===== src/design/aao_pkg.sv =====
`default_nettype none

package aao_pkg;

    // Default group sizes.
    localparam int unsigned SPG_DEFAULT = 10;
    localparam int unsigned GPO_DEFAULT = 10;

    // Port field widths.
    localparam int unsigned SAMPLE_W   = 10;
    localparam int unsigned CFG_IDX_W  = 2;
    localparam int unsigned CFG_DATA_W = 13;
    localparam int unsigned MEAN_W     = 13;
    localparam int unsigned MAG_W      = 13;
    localparam int unsigned ORIENT_W   = 3;

    // Scaled acceleration in hundredths of g, and the running sums.
    localparam int unsigned G_W   = 13;
    localparam int unsigned SUM_W = 17;

    // Configuration register indexes.
    localparam logic [CFG_IDX_W-1:0] CFG_SENSITIVITY_HIGH = 2'd0;
    localparam logic [CFG_IDX_W-1:0] CFG_OFFSET_X_MV      = 2'd1;
    localparam logic [CFG_IDX_W-1:0] CFG_OFFSET_Y_MV      = 2'd2;
    localparam logic [CFG_IDX_W-1:0] CFG_OFFSET_Z_MV      = 2'd3;

    // One completed group, handed from the front end to the back end.
    typedef struct packed {
        logic signed [SUM_W-1:0] sum_x;
        logic signed [SUM_W-1:0] sum_y;
        logic signed [SUM_W-1:0] sum_z;
        logic signed [G_W-1:0]   g_x;
        logic signed [G_W-1:0]   g_y;
        logic signed [G_W-1:0]   g_z;
    } group_job_t;

endpackage

`default_nettype wire


===== src/design/aao_if.sv =====
`default_nettype none

interface aao_sample_if
    import aao_pkg::*;
();
    logic                valid;
    logic                ready;
    logic [SAMPLE_W-1:0] sample_x;
    logic [SAMPLE_W-1:0] sample_y;
    logic [SAMPLE_W-1:0] sample_z;

    modport source (output valid, output sample_x, output sample_y, output sample_z,
                    input ready);
    modport sink (input valid, input sample_x, input sample_y, input sample_z,
                  output ready);
endinterface


`default_nettype wire


===== src/design/aao_front.sv =====
`default_nettype none

module aao_front
    import aao_pkg::*;
#(
    parameter int unsigned SAMPLES_PER_GROUP = SPG_DEFAULT
)
(
    input  logic                  clk,
    input  logic                  rst_n,
    aao_sample_if.sink            sample,
    input  logic                  wr_en,
    input  logic [CFG_IDX_W-1:0]  wr_index,
    input  logic [CFG_DATA_W-1:0] wr_data,
    output logic                  push,
    output group_job_t            push_job,
    input  logic                  full
);

    localparam int unsigned IDX_W = (SAMPLES_PER_GROUP > 1) ? $clog2(SAMPLES_PER_GROUP) : 1;
    localparam logic [IDX_W-1:0] IDX_LAST = IDX_W'(SAMPLES_PER_GROUP - 1);

    localparam int unsigned COUNT_W    = 12;
    localparam int unsigned V_W        = 13;
    localparam int unsigned CNT_PROD_W = 35;
    localparam int unsigned MV_SHIFT   = 23;
    // ceil(2^31 / 825): mv * 1024 / 3300 is (|mv| << 8) / 825, exact for |mv| <= 4096.
    localparam logic [CNT_PROD_W-1:0] MV_RECIP = CNT_PROD_W'(2603011);

    localparam int unsigned SCL_PROD_W  = 24;
    localparam int unsigned SCALE_SHIFT = 10;
    localparam logic signed [SCL_PROD_W-1:0] SCALE_SPAN_HI = 24'sd412;
    localparam logic signed [SCL_PROD_W-1:0] SCALE_SPAN_LO = 24'sd1625;
    localparam logic signed [SCL_PROD_W-1:0] ROUND_BIAS    = 24'sd1023;
    localparam logic signed [G_W:0]          SCALE_LOW_HI  = 14'sd206;
    localparam logic signed [G_W:0]          SCALE_LOW_LO  = 14'sd825;
    localparam logic signed [V_W-1:0]        XY_BIAS       = 13'sd2;

    function automatic logic signed [COUNT_W-1:0] mv_to_counts(
        input logic signed [CFG_DATA_W-1:0] mv
    );
        logic [CFG_DATA_W-1:0] mag;
        logic [CNT_PROD_W-1:0] prod;
        logic [COUNT_W-1:0]    q;
        mag  = mv[CFG_DATA_W-1] ? CFG_DATA_W'(-mv) : CFG_DATA_W'(mv);
        prod = CNT_PROD_W'(mag) * MV_RECIP;
        q    = COUNT_W'(prod >> MV_SHIFT);
        return mv[CFG_DATA_W-1] ? -$signed(q) : $signed(q);
    endfunction

    // Truncating linear map of 0..1024 counts onto the selected g range.
    function automatic logic signed [G_W-1:0] scale(
        input logic signed [V_W-1:0] v,
        input logic                  sens
    );
        logic signed [SCL_PROD_W-1:0] prod;
        logic signed [SCL_PROD_W-1:0] adj;
        logic signed [G_W:0]          t;
        prod = SCL_PROD_W'(v) * (sens ? SCALE_SPAN_HI : SCALE_SPAN_LO);
        adj  = prod[SCL_PROD_W-1] ? prod + ROUND_BIAS : prod;
        t    = (G_W+1)'(adj >>> SCALE_SHIFT);
        t    = t - (sens ? SCALE_LOW_HI : SCALE_LOW_LO);
        return G_W'(t);
    endfunction

    logic                      sens_reg, sens_next;
    logic signed [COUNT_W-1:0] cnt_reg [3];
    logic signed [COUNT_W-1:0] cnt_next [3];
    logic [IDX_W-1:0]          idx_reg, idx_next;
    logic                      s1_valid_reg, s1_valid_next;
    logic                      s1_last_reg, s1_last_next;
    logic signed [V_W-1:0]     v_reg [3];
    logic signed [V_W-1:0]     v_next [3];
    logic                      s2_valid_reg, s2_valid_next;
    logic                      s2_last_reg, s2_last_next;
    logic signed [G_W-1:0]     g_reg [3];
    logic signed [G_W-1:0]     g_next [3];
    logic signed [SUM_W-1:0]   sum_reg [3];
    logic signed [SUM_W-1:0]   sum_next [3];
    logic signed [SUM_W-1:0]   total [3];
    logic                      advance;
    logic                      accept;

    always_comb
    begin
        // The whole front stalls only when a finished group cannot enter the queue.
        advance = !(s2_valid_reg && s2_last_reg && full);
        accept  = sample.valid && advance;

        sens_next     = sens_reg;
        idx_next      = idx_reg;
        s1_valid_next = s1_valid_reg;
        s1_last_next  = s1_last_reg;
        s2_valid_next = s2_valid_reg;
        s2_last_next  = s2_last_reg;
        for (int k = 0; k < 3; k++)
        begin
            cnt_next[k] = cnt_reg[k];
            v_next[k]   = v_reg[k];
            g_next[k]   = g_reg[k];
            sum_next[k] = sum_reg[k];
            total[k]    = sum_reg[k] + SUM_W'(g_reg[k]);
        end

        if (wr_en)
        begin
            case (wr_index)
                CFG_SENSITIVITY_HIGH: sens_next   = wr_data[0];
                CFG_OFFSET_X_MV:      cnt_next[0] = mv_to_counts(wr_data);
                CFG_OFFSET_Y_MV:      cnt_next[1] = mv_to_counts(wr_data);
                CFG_OFFSET_Z_MV:      cnt_next[2] = mv_to_counts(wr_data);
                default:              sens_next   = sens_reg;
            endcase
        end

        if (accept)
        begin
            idx_next = (idx_reg == IDX_LAST) ? '0 : idx_reg + 1'b1;
        end

        if (advance)
        begin
            s1_valid_next = accept;
            s1_last_next  = (idx_reg == IDX_LAST);
            v_next[0] = V_W'($signed({1'b0, sample.sample_x})) + V_W'(cnt_reg[0]) + XY_BIAS;
            v_next[1] = V_W'($signed({1'b0, sample.sample_y})) + V_W'(cnt_reg[1]) + XY_BIAS;
            v_next[2] = V_W'($signed({1'b0, sample.sample_z})) + V_W'(cnt_reg[2]);

            s2_valid_next = s1_valid_reg;
            s2_last_next  = s1_last_reg;
            for (int k = 0; k < 3; k++)
            begin
                g_next[k] = scale(v_reg[k], sens_reg);
            end

            if (s2_valid_reg)
            begin
                for (int k = 0; k < 3; k++)
                begin
                    sum_next[k] = s2_last_reg ? '0 : total[k];
                end
            end
        end
    end

    assign sample.ready   = advance;
    assign push           = s2_valid_reg && s2_last_reg && !full;
    assign push_job.sum_x = total[0];
    assign push_job.sum_y = total[1];
    assign push_job.sum_z = total[2];
    assign push_job.g_x   = g_reg[0];
    assign push_job.g_y   = g_reg[1];
    assign push_job.g_z   = g_reg[2];

    always_ff @(posedge clk or negedge rst_n)
    begin
        if (!rst_n)
        begin
            sens_reg     <= 1'b1;
            idx_reg      <= '0;
            s1_valid_reg <= 1'b0;
            s1_last_reg  <= 1'b0;
            s2_valid_reg <= 1'b0;
            s2_last_reg  <= 1'b0;
            for (int k = 0; k < 3; k++)
            begin
                cnt_reg[k] <= '0;
                sum_reg[k] <= '0;
            end
        end
        else
        begin
            sens_reg     <= sens_next;
            idx_reg      <= idx_next;
            s1_valid_reg <= s1_valid_next;
            s1_last_reg  <= s1_last_next;
            s2_valid_reg <= s2_valid_next;
            s2_last_reg  <= s2_last_next;
            for (int k = 0; k < 3; k++)
            begin
                cnt_reg[k] <= cnt_next[k];
                sum_reg[k] <= sum_next[k];
            end
        end
    end

    always_ff @(posedge clk)
    begin
        for (int k = 0; k < 3; k++)
        begin
            v_reg[k] <= v_next[k];
            g_reg[k] <= g_next[k];
        end
    end

endmodule

`default_nettype wire


===== src/flat_wrapper.sv =====
// flat-port wrapper written by rule: the top's interface ports become plain ports
module aao_front_flat import aao_pkg::*;
#(
    parameter int unsigned SAMPLES_PER_GROUP = SPG_DEFAULT
)
  (clk, rst_n, wr_en, wr_index, wr_data, push, push_job, full, sample_valid, sample_sample_x, sample_sample_y, sample_sample_z, sample_ready);
  aao_sample_if sample_i ();
  input  logic clk;
  input  logic rst_n;
  input  logic wr_en;
  input  logic [CFG_IDX_W-1:0] wr_index;
  input  logic [CFG_DATA_W-1:0] wr_data;
  output logic push;
  output group_job_t push_job;
  input  logic full;
  input wire logic [$bits(sample_i.valid)-1:0] sample_valid;
  input wire logic [$bits(sample_i.sample_x)-1:0] sample_sample_x;
  input wire logic [$bits(sample_i.sample_y)-1:0] sample_sample_y;
  input wire logic [$bits(sample_i.sample_z)-1:0] sample_sample_z;
  output wire logic [$bits(sample_i.ready)-1:0] sample_ready;
  assign sample_i.valid = sample_valid;
  assign sample_i.sample_x = sample_sample_x;
  assign sample_i.sample_y = sample_sample_y;
  assign sample_i.sample_z = sample_sample_z;
  assign sample_ready = sample_i.ready;
  aao_front #(.SAMPLES_PER_GROUP(SAMPLES_PER_GROUP)) u_core (.clk(clk), .rst_n(rst_n), .sample(sample_i), .wr_en(wr_en), .wr_index(wr_index), .wr_data(wr_data), .push(push), .push_job(push_job), .full(full));
endmodule

===== config.mk =====
export PLATFORM = sky130hd
export DESIGN_NAME = aao_front_flat
export DESIGN_NICKNAME = d
export VERILOG_FILES = /design/src/design/aao_pkg.sv /design/src/design/aao_if.sv /design/src/design/aao_front.sv /design/src/flat_wrapper.sv
export SDC_FILE = /design/constraint.sdc
export NUM_CORES = 1
export LEC_CHECK = 0
export BUFFER_PORTS_ARGS = -buffer_cell sky130_fd_sc_hd__buf_2
export CAP_MARGIN = 20
export CELL_PAD_IN_SITES_DETAIL_PLACEMENT = 0
export CELL_PAD_IN_SITES_GLOBAL_PLACEMENT = 1
export CORE_MARGIN = 10
export CORE_UTILIZATION = 46
export CTS_CLUSTER_SIZE = 12
export DETAILED_ROUTE_END_ITERATION = 16
export PLACE_DENSITY = 0.85
export SKIP_CTS_REPAIR_TIMING = 1
export SLEW_MARGIN = 20
export SYNTH_ARGS = -nofsm -noshare
export SYNTH_HDL_FRONTEND = slang
export SYNTH_SLANG_ARGS = --single-unit

===== constraint.sdc =====
create_clock -name clk -period 8.2 [get_ports clk]
set_clock_uncertainty 0.15 [all_clocks]
set_input_delay 0.82 -clock clk [delete_from_list [all_inputs] [get_ports clk]]
set_output_delay 0.82 -clock clk [all_outputs]
set_load 0.01 [all_outputs]

# After elaboration in Yosys (flattened, before gate mapping)

Memory sizes are Yosys's and may differ from the RTL's.
Index checks and enable logic that the tools add are counted.

Reductions and logical operators: 12
Multipliers: 4
Bitwise logic cells: 1
Equality and inequality tests: 4
Multiplexer cells: 13
$add $sub $neg: 17

Operators with widths:

| kind                     | number |
|---|---|
| $mux W39                 | 2 |
| $mul A13 B12 Y24         | 3 |
| $add A23 B11 Y23 const B | 3 |
| $mux W23                 | 3 |
| $add A17 B13 Y17         | 3 |
| $mux W17                 | 3 |
| $add A11 B12 Y13         | 3 |
| $sub A13 B13 Y13         | 3 |
| $mul A13 B22 Y35 const B | 1 |
| $add A13 B3 Y13 const B  | 2 |
| $mux W13                 | 1 |
| $neg A13 Y13             | 1 |
| $mux W12                 | 1 |
| $neg A12 Y12             | 1 |
| $mux W11                 | 1 |
| $mux W10                 | 1 |
| $reduce_and A2 Y1        | 5 |
| $add A4 B1 Y4 const B    | 1 |
| $eq A2 B2 Y1 const B     | 2 |
| $eq A4 B4 Y1 const B     | 1 |
| $logic_and A1 B1 Y1      | 4 |
| $mux W4                  | 1 |
| $eq A2 B1 Y1 const B     | 1 |
| $logic_not A1 Y1         | 2 |
| 2 further kinds          | 2 |

RAM bits: 78
Output and inout port bits: 92
Memories: 2
Input port bits: 50
Logic and storage cells: 65
Flip-flop bits (word level): 96

Memories:

| memory       | depth | bits a word | read ports | clocked after Yosys merged registers in | write ports | line            | source |
|---|---|---|---|---|---|---|---|
| u_core.g_reg | 3     | 13          | 3          | 0                                       | 3           | aao_front.sv:76 | `logic signed [G_W-1:0] g_reg [3];` |
| u_core.v_reg | 3     | 13          | 3          | 0                                       | 3           | aao_front.sv:72 | `logic signed [V_W-1:0] v_reg [3];` |

# Longest topological paths before layout

Gate-level depths: netlist of run 1.

Depth in word-level cells: 6
Gate-level depth with buffers: 36
Mapped depth without buffers: 32

# Worst setup path before layout of run 1

No wires, ideal clock.

Kind: register to register
Start point: register u_core.sens_reg
End point: memory u_core.g_reg[2][12], in the netlist u_core.g_reg[0][38] (data pin)
Required time: 7.776 ns
Setup slack: -0.690 ns
Setup time: 0.274 ns
Clock period less this slack: 8.890 ns
Arrival time: 8.467 ns
Path buffers: 5
Stages on the path, launching flop included: 34
Cells stage by stage: dfstp_2 > buf_2 > clkbuf_1 > clkbuf_1 > buf_1 > nand2_1 > fa_1 > inv_1 > fa_1 > fa_1 > fa_1 > inv_1 > fa_1 > inv_1 > ha_1 > buf_2 > a21o_2 > a211oi_4 > o21ai_2 > a211oi_2 > nor3_1 > nor3b_1 > xnor2_1 > ha_1 > inv_1 > fa_1 > a21o_1 > and2_1 > a31oi_1 > a31oi_1 > o31ai_2 > nand2_2 > o41ai_1 > a211oi_2

RTL lines:

| element                | line             | source |
|---|---|---|
| from (decl)            | aao_front.sv:66  | `logic sens_reg, sens_next;` |
| from (signal assigned) | aao_front.sv:173 | `sens_reg <= sens_next;` |
| to (decl)              | aao_front.sv:76  |  |

==> out/metrics.yaml, run 1 <==
die:
  initial_utilization_pct: 46.6
  num_io_pins: 142
  die_height_um: 270
  floorplan.die.width_um: 270
  core_area_um2: 61800
  die_area_um2: 73000
  num_rows: 91
critical_path:
  setup.worst_path.start_class: "flop"
  r2r_slack_ps: 320
  endpoint: "u_core.g_reg[0][38]$_DFFE_PN_"
  timing.critical_path.fanout_max: 8
  arrival_ps: 8040
  endpoint_kind: "flop"
  worstReg2RegEnd: "u_core.g_reg[0][38]$_DFFE_PN_"
  endpoint_required_time_on_the_critical_path_ps: 8360
  worstSetupPathType: "flop to flop"
  critical_path.reg2reg.startpoint: "u_core.sens_reg$_DFFE_PN1P_"
  timing.critical_path.buf_inv: 4
  cp_common_cell: "sky130_fd_sc_hd__fa_1"
  crit_path_top_delay_cell: "sky130_fd_sc_hd__dfstp_4"
  ff2ff_path_depth: 27
  critPathTopFamily: "adder cells"
  crit_start: "u_core.sens_reg$_DFFE_PN1P_"
  critical_path_cell_count: 27
  worst_path_largest_cell_delay_ps: 690
drt:
  wl_per_cell_um: 15.2
  drc: 0
  wl_um: 62800
  detail_route.vias_per_cell: 5.01
  drt_iter0_drc: 850
  detailedRoute.firstPassIterationCount: 7
  route.vias.total: 20700
  number_of_antenna_violating_nets_in_the_routed_design: 0
yosys:
  yosysWarnings: 0
  synth.yosys.seq_area_share_pct: 16.5
  synth.ff_latch_count: 174
  async_reset_ff_share_pct: 55.2
  synth_edf_count: 78
  synthesis.instances: 3065
  per_instance_average_area_after_synthesis_um2: 9.39
  synth_ff_type: "sky130_fd_sc_hd__dfrtp_1"
  mappedNetlistArea_um2: 28800
  synth.distinct_cells: 99
sta:
  rsz0062_at_grt: "yes"
  postLayoutSetupSlackWorst_ps: 322
  final.period_utilization_pct: 96.1
  setup_viol: 0
  timing.final.max_slew_violations: 0
  period_minus_slack_ps: 7880
  max_freq_ghz: 0.127
  finalHoldViolations: 0
  worst-slew-pin-transition_ps: 912
  maxSlewHeadroom_pct: 39.2
  final.setup.tns_ps: 0
global_routing:
  global_route_total_overflow: 0
  grt_pass1_vias: 21300
  grt_first_pass_wirelength_um: 105000
  groute.layer.met1.usage_pct: 22.3
  global_route.usage.met3_pct: 1.77
  grt_max_degree: 76
  routing_usage_on_met2_pct: 30.6
  overall_global_routing_usage_pct: 17.3
  global_route.peak_usage_layer: "met2"
  grt_antenna_before_repair: 0
cts:
  tritoncts_buffers: 17
  cts_root_buffer: "sky130_fd_sc_hd__clkbuf_16"
  tritoncts_num_sinks: 174
  cts.clk_slew.worst_paths_ps: 80
  cts_tree: "yes"
  clock_insertion_delay_worst_skew_ps: 480
  h-tree-depth: 4
  clock_tree.buffer_depth: 2
placed_design:
  post_dp_cell_area_um2: 30900
  numPlacedInstances: 4084
  dp_slack_ps: -99.2
  portBuffers: 141
  dpl.hpwl_um: 53500
  routabilityCongestion: 0.890
final_layout:
  syn_to_final_growth_pct: 10.7
  design.final.nets: 4104
  diodes: 0
  final_area_um2: 31900
  final_layout_size_suffix_gt1_share_pct: 11.0
  largest_register_ff_count: 51
  stdcell_count: 4128
hold_path:
  min_path_type: "primary input to asynchronous set/reset pin"
run_status:
  outcome: "completed"
job:
  timing.max_cap.violations: 0
## metal layers
layer | vias up | part of all wire (%)
met4 | 0 | 1.8
met1 | 9883 | 46
met2 | 247 | 49
met5 | - | 0
li1 | 10500 | -
met3 | 51 | 2.5
## cells in the mapped netlist, drive strengths merged (21+ instances only)
cell type | number | area share (%)
nor2 | 107 | 1.4
nand3 | 33 | 0.57
and2 | 51 | 1.1
or2 | 25 | 0.54
a21oi | 110 | 2.0
o21ai | 114 | 2.0
and3 | 21 | 0.46
a31oi | 26 | 0.56
or3 | 22 | 0.48
xor2 | 89 | 2.7
nor3 | 40 | 0.70
nand2 | 200 | 2.6
xnor2 | 164 | 5.0
a21o | 60 | 1.6
nor2b | 34 | 0.74
dfrtp | 95 | 8.3
o21bai | 26 | 0.68
ha | 439 | 19
a22o | 39 | 1.2
edfxtp | 78 | 8.1
fa | 337 | 23
clkbuf | 38 | 0.53
inv | 663 | 8.6
## how the worst min path moves through the flow
stage / from / endpoint
after floorplan: u_core.s1_last_reg$_DFFE_PN0N_ / u_core.s2_last_reg$_DFFE_PN0N_
after global placement: u_core.s1_valid_reg$_DFFE_PN0N_ / u_core.s2_valid_reg$_DFFE_PN0N_
after detailed placement: u_core.s1_valid_reg$_DFFE_PN0N_ / u_core.s2_valid_reg$_DFFE_PN0N_
after CTS: rst_n / u_core.sum_reg[18]$_DFFE_PN0P_
after global routing: rst_n / u_core.sum_reg[18]$_DFFE_PN0P_
final: rst_n / u_core.sum_reg[18]$_DFFE_PN0P_
## logic make-up (layout without fill, tap and decap cells)
group | after synthesis | in the layout | synth area share (%)
adders and majority gates | 776 | 776 | 42.5
buffers and inverters | 713 | 903 | 9.44
and+or+nand+nor | 630 | 630 | 11.2
AOI/OAI and AO/OA | 510 | 510 | 12.3
xor gates and xnor gates | 253 | 253 | 7.72
DFF | 174 | 174 | 16.5
muxes | 7 | 7 | 0.265
other | 2 | 38 | 0.0261
## cells in the final DEF, fill, tap and decap left out, types with 16 or more instances in the layout
cell type / synthesis / layout
sky130_fd_sc_hd__a21o_1: 55 / 55
sky130_fd_sc_hd__a21oi_1: 109 / 107
sky130_fd_sc_hd__a22o_1: 39 / 39
sky130_fd_sc_hd__a31oi_1: 26 / 24
sky130_fd_sc_hd__and2_1: 51 / 48
sky130_fd_sc_hd__and3_1: 19 / 19
sky130_fd_sc_hd__buf_2: 7 / 140
sky130_fd_sc_hd__buf_4: 0 / 60
sky130_fd_sc_hd__clkbuf_16: 0 / 18
sky130_fd_sc_hd__conb_1: 2 / 38
sky130_fd_sc_hd__dfrtp_1: 95 / 95
sky130_fd_sc_hd__edfxtp_1: 78 / 78
sky130_fd_sc_hd__fa_1: 337 / 337
sky130_fd_sc_hd__ha_1: 439 / 432
sky130_fd_sc_hd__inv_1: 663 / 661
sky130_fd_sc_hd__nand2_1: 199 / 195
sky130_fd_sc_hd__nand2b_1: 18 / 18
sky130_fd_sc_hd__nand3_1: 33 / 32
sky130_fd_sc_hd__nand4_1: 16 / 16
sky130_fd_sc_hd__nor2_1: 107 / 105
sky130_fd_sc_hd__nor2b_1: 34 / 30
sky130_fd_sc_hd__nor3_1: 40 / 37
sky130_fd_sc_hd__o21a_1: 16 / 16
sky130_fd_sc_hd__o21ai_0: 107 / 101
sky130_fd_sc_hd__o21bai_1: 26 / 26
sky130_fd_sc_hd__or2_2: 25 / 25
sky130_fd_sc_hd__or3_1: 21 / 21
sky130_fd_sc_hd__xnor2_1: 164 / 161
sky130_fd_sc_hd__xor2_1: 88 / 88
## cell type report
class                      count  area (um2)
multi-input combinational   2214       21700
clock buffer                  17         425
sequential                   174        4750
fill                        5708       29900
tap                          837        1050
clock inverter                15         193
timing repair buffer         208        1280
inverter                     663        2490
## through the flow
stage	util (%)	hold WS, ps
4_1_cts	51.0	63.2
5_1_grt	51.6	93.3
2_1_floorplan	-	261
3_3_place_gp	50.0	272
3_5_place_dp	50.0	281
6_report	51.6	82.0
Power of run 1 is left out: the tool's default activity adds up to more than one toggle a clock period on the data nets, which glitch-free logic cannot reach.
==> inputs of run 2 (changes only) <==
Settings changed: BUFFER_PORTS_ARGS -buffer_cell sky130_fd_sc_hd__buf_2 to unset, CORE_UTILIZATION 46 to 47, DONT_BUFFER_PORTS set to 1, PLACE_DENSITY 0.85 to 0.84, SETUP_SLACK_MARGIN set to 0.3.
==> run 2 against run 1 <==
Against the previous run: setup slack worse by 19 ps; first-iteration DRC count up 15%; final area down 1.8%; sequential cell count unchanged; global-route usage up 0.88 points; non-clock buffer count down 143; register-to-register slack worse by 20 ps; die area down 2.0%; maximum frequency down 0.25%; via count down 0.34%; count of clock-buffer cells in the layout unchanged; cell count down 4.7%; critical path type unchanged; critical endpoint unchanged.
==> out/metrics.yaml, run 2 (synthesis gave the netlist of run 1 again) <==
final_layout:
  nFillCells: 5429
  multi_input_comb_area_um2: 21900
  design.final.nets: 3961
  final_cell_mix: "sky130_fd_sc_hd__inv_1, sky130_fd_sc_hd__ha_1, sky130_fd_sc_hd__fa_1"
  register_area_um2: 4750
  final_layout_size_suffix_gt1_share_pct: 7.66
  stdcell_count: 3935
  largest_register_ff_count: 51
  mostFrequentLayoutCell: "sky130_fd_sc_hd__inv_1"
  syn_to_final_growth_pct: 8.70
placed_design:
  routabilityCongestion: 0.916
  dpl.hpwl_um: 54900
  dp_slack_ps: -54.7
  numPlacedInstances: 3879
  portBuffers: 0
sta:
  setup_viol: 0
  timing.final.max_slew_violations: 0
  max_freq_ghz: 0.127
  maxSlewHeadroom_pct: 26.8
  worst-slew-pin-transition_ps: 1100
  final.setup.tns_ps: 0
  worst_hold_slack_ps: 43.8
  finalHoldViolations: 0
  postLayoutSetupSlackWorst_ps: 303
  period_minus_slack_ps: 7900
  final.period_utilization_pct: 96.3
  rsz0062_at_grt: "yes"
die:
  floorplan.die.width_um: 268
  die_height_um: 268
  num_io_pins: 142
  die_area_um2: 71600
  num_rows: 90
  core_area_um2: 60500
  initial_utilization_pct: 47.6
critical_path:
  cp_common_cell: "sky130_fd_sc_hd__fa_1"
  endpoint_required_time_on_the_critical_path_ps: 8350
  critical_path.reg2reg.startpoint: "u_core.sens_reg$_DFFE_PN1P_"
  r2r_slack_ps: 300
  worstSetupPathType: "flop to flop"
  timing.critical_path.fanout_max: 7
  worst_path_largest_cell_delay_ps: 670
  worstReg2RegEnd: "u_core.g_reg[0][38]$_DFFE_PN_"
  ff2ff_path_depth: 30
  crit_path_top_delay_cell: "sky130_fd_sc_hd__dfstp_4"
  arrival_ps: 8050
  endpoint_kind: "flop"
  setup.worst_path.start_class: "flop"
drt:
  drc: 0
  wl_per_cell_um: 16.4
  drt_iter0_drc: 976
  wl_um: 64500
  detail_route.vias_per_cell: 5.23
  number_of_antenna_violating_nets_in_the_routed_design: 0
  detailedRoute.firstPassIterationCount: 5
  route.vias.total: 20600
global_routing:
  grt_pass1_vias: 21800
  overall_global_routing_usage_pct: 18.2
  grt_antenna_before_repair: 15
  grt_first_pass_wirelength_um: 106000
  grt_max_degree: 97
  global_route_total_overflow: 0
cts:
  clock_tree.buffer_depth: 2
  tritoncts_buffers: 17
  clock_insertion_delay_worst_skew_ps: 470
  tritoncts_num_sinks: 174
  cts_root_buffer: "sky130_fd_sc_hd__clkbuf_16"
  h-tree-depth: 4
  cts.clk_slew.worst_paths_ps: 70
  cts_tree: "yes"
run_status:
  outcome: "completed"
job:
  timing.max_cap.violations: 0
hold_path:
  min_path_type: "primary input to asynchronous set/reset pin"
## run 2: changes by cell type in the layout (fill, tap and decap cells not counted), moves of 3 or more
cell / change
sky130_fd_sc_hd__buf_2: -140
sky130_fd_sc_hd__diode_2: +5
sky130_fd_sc_hd__inv_6: -5
sky130_fd_sc_hd__and2_4: +4
sky130_fd_sc_hd__buf_4: -4
sky130_fd_sc_hd__inv_8: +4
sky130_fd_sc_hd__ha_1: -3
sky130_fd_sc_hd__ha_4: +3
sky130_fd_sc_hd__nor3_1: -3
sky130_fd_sc_hd__nor3_2: +3
## run 2: worst max-delay path by stage
stage	from	endpoint	slack (ps)	cells after the start
6_report	u_core.sens_reg$_DFFE_PN1P_	u_core.g_reg[0][38]$_DFFE_PN_	300	30
5_1_grt	u_core.sens_reg$_DFFE_PN1P_	u_core.g_reg[0][38]$_DFFE_PN_	60	30
4_1_cts	u_core.sens_reg$_DFFE_PN1P_	u_core.g_reg[0][38]$_DFFE_PN_	50	28
3_5_place_dp	wr_data[6]	u_core.cnt_reg[21]$_DFFE_PN0P_	-50	24
3_3_place_gp	wr_data[6]	u_core.cnt_reg[33]$_DFFE_PN0P_	80	24
2_1_floorplan	u_core.sens_reg$_DFFE_PN1P_	u_core.g_reg[0][38]$_DFFE_PN_	300	28
## run 2: layer usage
layer / wire [um] / global-route usage (%) / vias up / share of wire (%)
met1: 27500 / 21.5 / 9932 / 43
met2: 31800 / 32.0 / 317 / 49
met3: 3250 / 3.61 / 115 / 5.0
met4: 1870 / 7.11 / 20 / 2.9
li1: - / - / 10200 / -
met5: 118 / 0 / - / 0.18
## run 2: layout make-up
cell class              instances  share of cell area (%)
inverters                     663                    7.99
diodes                          5                  0.0400
clock inverters                15                   0.544
repair buffers                 65                    1.83
multi-input cells            2214                    69.9
well taps                     782                    3.13
flip-flops and latches        174                    15.2
clock buffers                  17                    1.36
## run 2: through the flow
step,util (%),instance area (um2)
6_report,51.8,31300
5_1_grt,51.8,31300
4_1_cts,50.9,30800
3_5_place_dp,49.9,30200
3_3_place_gp,49.9,30200
2_1_floorplan,-,29100
## run 2: critical path: cells and delay by family, from the launching register on
family / cells / cell delay [ps]
adders and majority gates: 8 / 3350
AOI/OAI and AO/OA: 6 / 1310
and+or+nand+nor: 9 / 1270
muxes: 1 / 340
DFF: 1 / 670
buffers and inverters: 5 / 420
xor gates and xnor gates: 1 / 190
Power of run 2 is left out for the same reason.
==> inputs of run 3 (changes only) <==
Settings changed: REMOVE_ABC_BUFFERS set to 1.
==> run 3 against run 2 <==
Against the previous run: critical path depth fell by 4; first-iteration DRC count fell by 18%; sequential share of layout area fell by 0.34 points; register-to-register slack improved by 150 ps; maximum frequency rose by 2.0%; largest cell class unchanged; highest routed layer unchanged; via count fell by 1.8%; wire length fell by 2.5%.
==> out/metrics.yaml, run 3 (synthesis gave the netlist of run 1 again) <==
sta:
  period_minus_slack_ps: 7740
  rsz0062_at_grt: "yes"
  worst-slew-pin-transition_ps: 843
  maxSlewHeadroom_pct: 43.6
  finalHoldViolations: 0
  setup_viol: 0
  final.period_utilization_pct: 94.4
  max_freq_ghz: 0.129
  final.setup.tns_ps: 0
  timing.final.max_slew_violations: 0
placed_design:
  post_dp_cell_area_um2: 30200
  dpl.hpwl_um: 52200
  portBuffers: 0
  routabilityCongestion: 0.872
global_routing:
  grt_max_degree: 97
  grt_first_pass_wirelength_um: 102000
  global_route_total_overflow: 0
  overall_global_routing_usage_pct: 17.6
  grt_pass1_vias: 20300
  grt_antenna_before_repair: 11
critical_path:
  arrival_ps: 7820
  cp_common_cell: "sky130_fd_sc_hd__fa_1"
  endpoint_required_time_on_the_critical_path_ps: 8270
  setup.worst_path.start_class: "flop"
  worst_path_largest_cell_delay_ps: 650
  endpoint_kind: "flop"
  worstSetupPathType: "flop to flop"
  crit_path_top_delay_cell: "sky130_fd_sc_hd__dfstp_4"
  timing.critical_path.fanout_max: 13
die:
  die_height_um: 268
  num_rows: 90
  initial_utilization_pct: 47.6
  die_area_um2: 71600
  num_io_pins: 142
  floorplan.die.width_um: 268
  core_area_um2: 60500
drt:
  drc: 0
  number_of_antenna_violating_nets_in_the_routed_design: 0
  route.vias.total: 20200
  detail_route.vias_per_cell: 5.10
  wl_per_cell_um: 15.8
  detailedRoute.firstPassIterationCount: 4
  wl_um: 62900
  drt_iter0_drc: 797
final_layout:
  syn_to_final_growth_pct: 11.2
  mostFrequentLayoutCell: "sky130_fd_sc_hd__inv_1"
  final_area_um2: 32000
  largest_register_ff_count: 51
  final_layout_size_suffix_gt1_share_pct: 10.9
  final_cell_mix: "sky130_fd_sc_hd__inv_1, sky130_fd_sc_hd__ha_1, sky130_fd_sc_hd__fa_1"
  nFillCells: 5416
  design.final.nets: 3998
cts:
  clock_tree.buffer_depth: 2
  cts_tree: "yes"
  cts_root_buffer: "sky130_fd_sc_hd__clkbuf_16"
  cts.clk_slew.worst_paths_ps: 80
  tritoncts_num_sinks: 174
  clock_insertion_delay_worst_skew_ps: 480
  tritoncts_buffers: 17
  h-tree-depth: 4
hold_path:
  min_path_type: "primary input to asynchronous set/reset pin"
run_status:
  outcome: "completed"
job:
  timing.max_cap.violations: 0
run 3: changes by cell type in the layout (fill, tap and decap cells not counted), sizes merged:
cell	delta
clkinvlp	+2
clkinv	-1
clkbuf	+3
bufinv	-1
diode	-3
buf	+34
run 3: layout make-up:
cell class | count | area (um2) | area share, %
timing repair buffer | 102 | 940 | 2.94
clock buffer | 17 | 425 | 1.33
inverter | 663 | 2500 | 7.81
multi-input combinational | 2214 | 22200 | 69.5
tap | 782 | 978 | 3.06
antenna | 2 | 5.00 | 0.0156
clock inverter | 15 | 173 | 0.539
sequential | 174 | 4750 | 14.8
run 3: worst paths after layout:
path	to	cells past startpoint	from	slack, ps
min in group clk	u_core.s2_last_reg$_DFFE_PN0N_	2	u_core.s1_last_reg$_DFFE_PN0N_	300
worst max-delay path	u_core.g_reg[0][11]$_DFFE_PN_	26	u_core.sens_reg$_DFFE_PN1P_	460
worst max register to register	u_core.g_reg[0][11]$_DFFE_PN_	26	u_core.sens_reg$_DFFE_PN1P_	460
worst min-delay path	u_core.sens_reg$_DFFE_PN1P_	0	rst_n	40
worst min register to register	u_core.s2_last_reg$_DFFE_PN0N_	2	u_core.s1_last_reg$_DFFE_PN0N_	300
max in group asynchronous	u_core.sum_reg[41]$_DFFE_PN0P_	1	rst_n	7360
run 3: metal layers:
metal / vias up / track usage (%) / routed length (um)
met4: 16 / 4.85 / 1090
met3: 70 / 3.82 / 2920
met1: 9635 / 22.7 / 29100
met2: 230 / 29.3 / 29700
li1: 10300 / - / -
met5: - / 0 / 103
run 3: metrics by stage:
step | setup WS [ps] | hold WS (ps) | utilization (%) | instances
3_3_place_gp | 175 | 274 | 50.0 | 3902
3_5_place_dp | -12.4 | 280 | 50.0 | 3902
4_1_cts | 20.0 | -171 | 51.0 | 3934
6_report | 457 | 39.3 | 52.9 | 3969
5_1_grt | 199 | 2.52 | 52.9 | 3969
2_1_floorplan | -1070 | 261 | - | 3051
run 3: worst max-delay path: cells and delay by family, from the launching register on:
kind	cells	cell delay [ps]
AO/OA/AOI/OAI	6	1260
flip-flops	1	650
XOR/XNOR	2	260
AND/OR/NAND/NOR	7	1770
adder cells (fa/ha/maj)	7	2950
buffers and inverters	4	440
Power of run 3 is left out for the same reason.
